### config.mk
export PLATFORM = sky130hd
export DESIGN_NAME = double_buffered_pcm_pwm_feeder_top
export DESIGN_NICKNAME = d
export VERILOG_FILES = /design/src/hw/rtl/dbpf_pkg.sv /design/src/hw/rtl/dbpf_ctrl.sv /design/src/hw/rtl/dbpf_store.sv /design/src/hw/rtl/dbpf_out.sv /design/src/hw/rtl/double_buffered_pcm_pwm_feeder_top.sv
export SDC_FILE = /design/constraint.sdc
export NUM_CORES = 2
export LEC_CHECK = 0
export BUFFER_PORTS_ARGS = -buffer_cell sky130_fd_sc_hd__buf_4
export CORE_MARGIN = 8
export CORE_UTILIZATION = 57
export CTS_CLUSTER_DIAMETER = 150
export CTS_CLUSTER_SIZE = 24
export DETAILED_ROUTE_END_ITERATION = 10
export PLACE_DENSITY = 0.76
export SLEW_MARGIN = 25
export SYNTH_ARGS = -nofsm -noshare
export SYNTH_HDL_FRONTEND = slang
export SYNTH_HIERARCHICAL = 1
export SYNTH_SLANG_ARGS = --single-unit
### constraint.sdc
create_clock -name clk -period 8.4 [get_ports clk]
set_input_delay 0.84 -clock clk [delete_from_list [all_inputs] [get_ports clk]]
set_output_delay 0.84 -clock clk [all_outputs]
set_load 0.1 [all_outputs]
### src/hw/rtl/dbpf_pkg.sv
// ----------------------------------------------------------------------------
// dbpf_pkg: shared types and constants for the PCM/PWM feeder
// Store geometry, configuration indexes, pipeline stage word and sample scaler.
// ----------------------------------------------------------------------------
package dbpf_pkg;

  localparam int HALF_SIZE   = 64;
  localparam int STORE_DEPTH = 2 * HALF_SIZE;
  localparam int POS_W       = $clog2(HALF_SIZE);
  localparam int CNT_W       = POS_W + 1;
  localparam int ADDR_W      = $clog2(STORE_DEPTH);

  localparam int CFG_IDX_W  = 2;
  localparam int CFG_DATA_W = 4;

  localparam logic [CFG_IDX_W-1:0] CFG_SLOW_RATE    = 2'd0;
  localparam logic [CFG_IDX_W-1:0] CFG_TWO_BYTE     = 2'd1;
  localparam logic [CFG_IDX_W-1:0] CFG_SIXTEEN_BIT  = 2'd2;
  localparam logic [CFG_IDX_W-1:0] CFG_VOLUME_SHIFT = 2'd3;

  localparam logic ACT_TICK = 1'b0;
  localparam logic ACT_FILL = 1'b1;

  localparam logic [7:0] PAIR_OFFSET = 8'd127;

  // Word held between the control stage and the output stage
  typedef struct packed {
    logic                     play;
    logic                     pair;
    logic                     add_offset;
    logic                     fill;
    logic                     wr_en;
    logic [ADDR_W-1:0]        wr_addr;
    logic [7:0]               fill_byte;
    logic                     refill;
    logic signed [3:0]        volume;
  } stage_t;

  typedef struct packed {
    logic              en;
    logic [ADDR_W-1:0] addr;
    logic [7:0]        data;
  } wr_req_t;

  function automatic logic [ADDR_W-1:0] store_addr(input logic half,
                                                   input logic [POS_W-1:0] pos);
    logic [ADDR_W-1:0] base;
    base = half ? ADDR_W'(HALF_SIZE) : '0;
    return base + ADDR_W'(pos);
  endfunction

  // Signed shift: left for 0..7, right by magnitude 1..8 for negatives
  function automatic logic [15:0] scale_sample(input logic [7:0] v,
                                               input logic signed [3:0] sh);
    logic [15:0] wide;
    logic [3:0]  mag;
    wide = {8'h00, v};
    mag  = (~sh) + 4'd1;
    if (sh < 0) begin
      return wide >> mag;
    end else begin
      return wide << sh[2:0];
    end
  endfunction

endpackage

### src/hw/rtl/dbpf_ctrl.sv
// ----------------------------------------------------------------------------
// dbpf_ctrl: configuration, pointers and half flags
// Takes each word, updates playback/fill state and issues the store reads.
// ----------------------------------------------------------------------------
module dbpf_ctrl import dbpf_pkg::*; (
  input  logic                  clk,
  input  logic                  rst,
  input  logic                  cfg_we,
  input  logic [CFG_IDX_W-1:0]  cfg_index,
  input  logic [CFG_DATA_W-1:0] cfg_data,
  input  logic                  accept,
  input  logic                  action,
  input  logic [7:0]            fill_byte,
  input  logic                  advance,
  output logic [ADDR_W-1:0]     rd_addr0,
  output logic [ADDR_W-1:0]     rd_addr1,
  output logic                  s_valid,
  output stage_t                s_item
);

  logic              slow_rate;
  logic              two_byte;
  logic              sixteen_bit;
  logic signed [3:0] volume_shift;

  logic             active_half, active_half_next;
  logic [POS_W-1:0] read_pos, read_pos_next;
  logic [POS_W-1:0] fill_pos, fill_pos_next;
  logic [1:0]       half_empty, half_empty_next;
  logic             skip_toggle, skip_toggle_next;

  logic             idle;
  logic [CNT_W-1:0] p0_inc, rp_sum, fill_inc;
  logic [POS_W-1:0] p1;
  logic             play, fill_ok;
  stage_t           s_item_next;

  assign idle     = ~active_half;
  assign p0_inc   = {1'b0, read_pos} + CNT_W'(1);
  assign p1       = (p0_inc < CNT_W'(HALF_SIZE)) ? p0_inc[POS_W-1:0] : '0;
  assign rd_addr0 = store_addr(active_half, read_pos);
  assign rd_addr1 = store_addr(active_half, p1);
  assign play     = !slow_rate || skip_toggle;
  assign rp_sum   = {1'b0, read_pos} + (two_byte ? CNT_W'(2) : CNT_W'(1));
  assign fill_ok  = half_empty[idle];
  assign fill_inc = {1'b0, fill_pos} + CNT_W'(1);

  always_comb begin
    active_half_next = active_half;
    read_pos_next    = read_pos;
    fill_pos_next    = fill_pos;
    half_empty_next  = half_empty;
    skip_toggle_next = skip_toggle;
    if (accept) begin
      if (action == ACT_FILL) begin
        if (fill_ok) begin
          if (fill_inc >= CNT_W'(HALF_SIZE)) begin
            fill_pos_next         = '0;
            half_empty_next[idle] = 1'b0;
          end else begin
            fill_pos_next = fill_inc[POS_W-1:0];
          end
        end
      end else begin
        if (slow_rate) begin
          skip_toggle_next = ~skip_toggle;
        end
        if (play) begin
          if (rp_sum >= CNT_W'(HALF_SIZE)) begin
            read_pos_next                = '0;
            half_empty_next[active_half] = 1'b1;
            active_half_next             = ~active_half;
            fill_pos_next                = '0;
          end else begin
            read_pos_next = rp_sum[POS_W-1:0];
          end
        end
      end
    end
  end

  always_comb begin
    s_item_next.fill       = (action == ACT_FILL);
    s_item_next.play       = (action == ACT_TICK) && play;
    s_item_next.pair       = two_byte;
    s_item_next.add_offset = two_byte && sixteen_bit;
    s_item_next.wr_en      = (action == ACT_FILL) ? fill_ok
                                                  : (play && two_byte && sixteen_bit);
    s_item_next.wr_addr    = (action == ACT_FILL) ? store_addr(idle, fill_pos) : rd_addr0;
    s_item_next.fill_byte  = fill_byte;
    s_item_next.refill     = half_empty_next[~active_half_next];
    s_item_next.volume     = volume_shift;
  end

  always_ff @(posedge clk) begin
    if (rst) begin
      slow_rate    <= 1'b1;
      two_byte     <= 1'b0;
      sixteen_bit  <= 1'b0;
      volume_shift <= '0;
      active_half  <= 1'b0;
      read_pos     <= '0;
      fill_pos     <= '0;
      half_empty   <= 2'b11;
      skip_toggle  <= 1'b0;
      s_valid      <= 1'b0;
    end else begin
      if (cfg_we) begin
        unique case (cfg_index)
          CFG_SLOW_RATE:    slow_rate    <= cfg_data[0];
          CFG_TWO_BYTE:     two_byte     <= cfg_data[0];
          CFG_SIXTEEN_BIT:  sixteen_bit  <= cfg_data[0];
          CFG_VOLUME_SHIFT: volume_shift <= cfg_data;
          default:          slow_rate    <= slow_rate;
        endcase
      end
      active_half <= active_half_next;
      read_pos    <= read_pos_next;
      fill_pos    <= fill_pos_next;
      half_empty  <= half_empty_next;
      skip_toggle <= skip_toggle_next;
      if (accept) begin
        s_valid <= 1'b1;
      end else if (advance) begin
        s_valid <= 1'b0;
      end
    end
  end

  always_ff @(posedge clk) begin
    if (accept) begin
      s_item <= s_item_next;
    end
  end

endmodule

### src/hw/rtl/dbpf_store.sv
// ----------------------------------------------------------------------------
// dbpf_store: two-half sample store
// One write and two registered reads per cycle; per-entry valid bits read zero.
// ----------------------------------------------------------------------------
module dbpf_store import dbpf_pkg::*; (
  input  logic              clk,
  input  logic              rst,
  input  logic              rd_en,
  input  logic [ADDR_W-1:0] rd_addr0,
  input  logic [ADDR_W-1:0] rd_addr1,
  input  wr_req_t           wr,
  output logic [7:0]        rd_data0,
  output logic [7:0]        rd_data1
);

  logic [7:0]             mem [STORE_DEPTH];
  logic [STORE_DEPTH-1:0] valid;

  logic [7:0] raw0, raw1, fwd_data;
  logic       hit0, hit1, vld0, vld1;

  always_ff @(posedge clk) begin
    if (wr.en) begin
      mem[wr.addr] <= wr.data;
    end
    if (rd_en) begin
      raw0 <= mem[rd_addr0];
      raw1 <= mem[rd_addr1];
    end
  end

  // Side info for each read: entry valid, and whether a same-edge write bypasses
  always_ff @(posedge clk) begin
    if (rd_en) begin
      vld0     <= valid[rd_addr0];
      vld1     <= valid[rd_addr1];
      hit0     <= wr.en && (wr.addr == rd_addr0);
      hit1     <= wr.en && (wr.addr == rd_addr1);
      fwd_data <= wr.data;
    end
  end

  always_ff @(posedge clk) begin
    if (rst) begin
      valid <= '0;
    end else if (wr.en) begin
      valid[wr.addr] <= 1'b1;
    end
  end

  assign rd_data0 = hit0 ? fwd_data : (vld0 ? raw0 : 8'h00);
  assign rd_data1 = hit1 ? fwd_data : (vld1 ? raw1 : 8'h00);

endmodule

### src/hw/rtl/dbpf_out.sv
// ----------------------------------------------------------------------------
// dbpf_out: sample scaling and result register
// Forms the played bytes, writes back fills and offsets, holds the duty values.
// ----------------------------------------------------------------------------
module dbpf_out import dbpf_pkg::*; (
  input  logic        clk,
  input  logic        rst,
  input  logic        s_valid,
  input  stage_t      s_item,
  input  logic [7:0]  rd_data0,
  input  logic [7:0]  rd_data1,
  input  logic        result_stall,
  output logic        advance,
  output wr_req_t     wr,
  output logic        result_valid,
  output logic [15:0] duty_a,
  output logic [15:0] duty_b,
  output logic        duty_updated,
  output logic        refill_wanted
);

  logic [7:0] byte_a, byte_b;

  assign advance = s_valid && (!result_valid || !result_stall);
  assign byte_a  = s_item.add_offset ? (rd_data0 + PAIR_OFFSET) : rd_data0;
  assign byte_b  = s_item.pair ? rd_data1 : byte_a;

  assign wr.en   = advance && s_item.wr_en;
  assign wr.addr = s_item.wr_addr;
  assign wr.data = s_item.fill ? s_item.fill_byte : byte_a;

  always_ff @(posedge clk) begin
    if (rst) begin
      result_valid <= 1'b0;
      duty_a       <= '0;
      duty_b       <= '0;
    end else if (advance) begin
      result_valid <= 1'b1;
      if (s_item.play) begin
        duty_a <= scale_sample(byte_a, s_item.volume);
        duty_b <= scale_sample(byte_b, s_item.volume);
      end
    end else if (!result_stall) begin
      result_valid <= 1'b0;
    end
  end

  always_ff @(posedge clk) begin
    if (advance) begin
      duty_updated  <= s_item.play;
      refill_wanted <= s_item.refill;
    end
  end

endmodule

### src/hw/rtl/double_buffered_pcm_pwm_feeder_top.sv
// ----------------------------------------------------------------------------
// double_buffered_pcm_pwm_feeder_top: double-buffered PCM feeder for two PWMs
// Fill words load the idle half, tick words play the active half to duty A/B.
// ----------------------------------------------------------------------------
//  Channel  | Handshake                 | Payload
//  ---------+---------------------------+--------------------------------------
//  item     | item_valid / item_stall   | action, fill_byte
//  result   | result_valid/result_stall | duty_a, duty_b, duty_updated,
//           |                           | refill_wanted
//  config   | cfg_we (no wait)          | cfg_index, cfg_data
//
//  One word per cycle while result_stall is low; a taken word is registered
//  by the control stage (with the store read), and the scaling stage then
//  loads the result register from it.
//  Reset clears the pointers, flags and all 128 store valid bits at once;
//  no clearing pass, so words are taken straight after reset.
//  item_stall rises only while the scaling stage is full and the result
//  register is held by result_stall.
// ----------------------------------------------------------------------------
module double_buffered_pcm_pwm_feeder_top import dbpf_pkg::*; (
  input  logic                  clk,
  input  logic                  rst,
  // configuration
  input  logic                  cfg_we,
  input  logic [CFG_IDX_W-1:0]  cfg_index,
  input  logic [CFG_DATA_W-1:0] cfg_data,
  // item channel
  input  logic                  item_valid,
  output logic                  item_stall,
  input  logic                  action,
  input  logic [7:0]            fill_byte,
  // result channel
  output logic                  result_valid,
  input  logic                  result_stall,
  output logic [15:0]           duty_a,
  output logic [15:0]           duty_b,
  output logic                  duty_updated,
  output logic                  refill_wanted
);

  logic              accept, advance, s_valid;
  logic [ADDR_W-1:0] rd_addr0, rd_addr1;
  logic [7:0]        rd_data0, rd_data1;
  stage_t            s_item;
  wr_req_t           wr;

  // Stage ahead of the result register only blocks when it cannot drain
  assign item_stall = s_valid && !advance;
  assign accept     = item_valid && !item_stall;

  // State update and store read for the incoming word
  dbpf_ctrl u_ctrl (
    .clk       (clk),
    .rst       (rst),
    .cfg_we    (cfg_we),
    .cfg_index (cfg_index),
    .cfg_data  (cfg_data),
    .accept    (accept),
    .action    (action),
    .fill_byte (fill_byte),
    .advance   (advance),
    .rd_addr0  (rd_addr0),
    .rd_addr1  (rd_addr1),
    .s_valid   (s_valid),
    .s_item    (s_item)
  );

  // Sample store; write-back from the scaling stage is bypassed to same-edge reads
  dbpf_store u_store (
    .clk      (clk),
    .rst      (rst),
    .rd_en    (accept),
    .rd_addr0 (rd_addr0),
    .rd_addr1 (rd_addr1),
    .wr       (wr),
    .rd_data0 (rd_data0),
    .rd_data1 (rd_data1)
  );

  // Offset, volume shift and the result register (which is the duty state)
  dbpf_out u_out (
    .clk           (clk),
    .rst           (rst),
    .s_valid       (s_valid),
    .s_item        (s_item),
    .rd_data0      (rd_data0),
    .rd_data1      (rd_data1),
    .result_stall  (result_stall),
    .advance       (advance),
    .wr            (wr),
    .result_valid  (result_valid),
    .duty_a        (duty_a),
    .duty_b        (duty_b),
    .duty_updated  (duty_updated),
    .refill_wanted (refill_wanted)
  );

endmodule

==> results.toml <==
[sta]
holdWs_ns = 0.3030
fin_ws_ns = 3.594
hold_viol = 0
worstMarginPinSlew_ns = 1.165
max_freq_mhz = 208.1
slew_headroom = 0.2233
skew_ns = 0.05069
rsz0062_at_grt = "false"
slew_violations = 0
finalCritPeriodShare = 0.5721
finalSetupTns_ns = 0
post-route-min-period_ns = 4.806
setup-violations-final = 0

[global_routing]
first_global_vias = 34470
antenna_found_initial = 13
overflow = 0
track_usage = 0.2777
grt_pass1_wl_um = 237900
grt_max_degree = 130

[die]
core_um2 = 104700
die_w_um = 339.9
fp-row-count = 119
io_pins = 56
start_util = 0.5713
die_h_um = 339.9
dieArea_um2 = 115500

[layout]
syn2layout_area_growth_pct = 6.584
regArea_um2 = 36080
drive_above_1_share = 0.3403
multiInputGateArea_um2 = 22710
fin_cells = 4660
final_nets = 3245
fillers = 7185

[route]
firstDrtPassIters = 6
avgViaCountPerCell = 7.382
drtIter0Drc = 5333
vias = 34400
routedWlPerCell_um = 34.87
wirelength_um = 162500
drtAntennaViolNets = 0
drc = 0

[clock_network]
insertion_delay_ns = 0.72
htreeDepth = 2
post_cts_buffers = 0
cts_tree = "built"
cts_resized = 0
clkSlewWorstSetupHoldPaths_ns = 0.11
root_buffer = "clkbuf_16"
cts_hold_buf = 0
numCtsBuffers = 58
cts.sinks = 1262
cts_buffer_depth = 3

[power_and_ir_drop]
power_leakage_nw = 18.94
combPwrFrac = 0.083
p_seq_frac = 0.624
power.share.switching = 0.2330
power.switching_w = 0.002614
finalPower_w = 0.01122
p_int_w = 0.008605
p_clk_frac = 0.293
powerDensity_nw_per_um2 = 176.0
vdd_ir_drop_max_mv = 0.1688

[status]
status = "finished, final reports clean"

[place]
place_congestion = 0.8749
place_ws_ns = 3.539
dp_hpwl_um = 102000
dp.cells = 4546
io_buffers = 53

[logic_synthesis]
ys_warn_count = 6
synth_area_leaders = "edfxtp_1 54%, mux4_2 29%, dfxtp_1 6.1%"
synth-edff-count = 1079
synthTopCellsByCount = "1079 x edfxtp_1, 758 x mux4_2, 426 x nor2_1"
ys_seq_area_frac = 0.6031
synth_flop_cell = "edfxtp_1"
avgSynthCellArea_um2 = 18.34
async_reset_ff_frac = 0
syn_area_um2 = 59800
synth_cells = 3261
synth_seq_cells = 1262
yosysMostFrequentCell = "edfxtp_1"
synth_cell_types = 88
synth_area_leader_cell = "edfxtp_1"
synth_top_area_share = 0.5418

[hold_path]
hold_path.class = "input pin to register"
worstHoldStart = "fill_byte[1]"
hold_depth = 1
min_to = "u_ctrl/s_item[6]"

[setup_path]
critPathRequiredTime_ns = 8.87
rrSetupSlack_ns = 3.59
path_max_fanout = 97
ff2ff_path_depth = 6
arrival_ns = 5.28
start_kind = "register"
startpoint = "u_ctrl/read_pos[0]"
timing.rr.end = "u_store/raw0[6]"
rr_startpoint = "u_ctrl/read_pos[0]"
crit_path_end_kind = "register"
critPathKind = "register to register"

[job]
drv_cap = 0
[power by group through the flow]
| stage | Combinational, W | Clock [W] | Sequential, W |
|---|---|---|---|
| global placement | 0.000871 | 0 | 0.00714 |
| floorplan | 0.000573 | 0 | 0.00719 |
| CTS | 0.000910 | 0.00333 | 0.00700 |
| finish | 0.000926 | 0.00329 | 0.00700 |
| global route | 0.000977 | 0.00352 | 0.00701 |
| detailed placement | 0.000908 | 0 | 0.00715 |
[cells by family after synthesis]
| kind of cell | synth area share |
|---|---|
| flip-flops | 0.6031 |
| multiplexers | 0.2963 |
| AND/OR/NAND/NOR | 0.04812 |
| buffers and inverters | 0.02149 |
| AO/OA/AOI/OAI | 0.02490 |
| XOR/XNOR | 0.004519 |
| adder cells (fa/ha/maj) | 0.001590 |
| other | 0.00006271 |
[how the worst max path moves through the flow]
stage	to	cells after the start	slack, ns
after global placement	u_store/raw0[4]	6	3.57
after floorplan	u_store/fwd_data[1]	8	0.15
after detailed placement	u_store/raw0[2]	6	3.54
after global routing	u_store/raw0[6]	6	3.29
final	u_store/raw0[6]	6	3.59
after CTS	u_store/raw0[1]	6	3.50
[registers in the layout, summed over array words and instances (netlist names), 2 cells and up]
register and flops:
u_store/mem 1024, u_store/valid 128, u_ctrl/s_item 25, u_out/duty_a 15, u_out/duty_b 15, u_store/fwd_data 8, u_store/raw0 8, u_store/raw1 8
u_ctrl/fill_pos 6, u_ctrl/read_pos 6, u_ctrl/volume_shift 4, u_ctrl/half_empty 2
[critical path, cell delays in order (launching register included)]
cell and delay [ns]:
dfxtp_4 0.74, buf_12 0.64, buf_4 0.85, mux4_2 0.61, mux4_2 0.61, mux4_2 0.62
mux2_2 0.31
[metal layers]
layer | GRT usage | share of wire | vias to the layer above
met4 | 0.09839 | 0.043 | 14
met3 | 0.06084 | 0.12 | 408
met2 | 0.4451 | 0.48 | 2397
li1 | - | - | 13480
met1 | 0.3804 | 0.35 | 18100
met5 | 0 | 0.00057 | -
[area by class of cell]
cell class / count / area share
inverters: 19 / 0.001119
diodes: 1 / 0.00003926
repair buffers: 170 / 0.02253
clock inverters: 3 / 0.0006870
multi-input cells: 1707 / 0.3563
flip-flops and latches: 1262 / 0.5661
well taps: 1391 / 0.02730
clock buffers: 107 / 0.02599
[metrics by stage]
stage	util	area [µm²]
3_5_place_dp	0.5916	61920
2_1_floorplan	-	59810
5_1_grt	0.6089	63740
4_1_cts	0.6079	63620
6_report	0.6090	63740
3_3_place_gp	0.5903	61790
[placed cells by master, fill, tap and decap left out, types with 7 or more instances in the layout]
cell / count
edfxtp_1: 1079
mux4_2: 758
nor2_1: 379
dfxtp_1: 177
buf_4: 154
a21oi_1: 60
clkbuf_16: 59
nand2_1: 52
clkbuf_1: 48
nor2_2: 48
o21ai_0: 36
mux2_2: 32
nand3_1: 24
mux2i_1: 22
xnor2_1: 22
nor3_1: 21
inv_1: 18
a22o_1: 17
nand2b_1: 14
o211ai_1: 14
nor2b_1: 11
a211oi_1: 10
nor4_1: 9
buf_6: 8
nand4b_1: 8
and2_1: 7
o31ai_1: 7
a31oi_1: 7
nand4_1: 7
No activity file was read; power rests on OpenSTA's default activity.
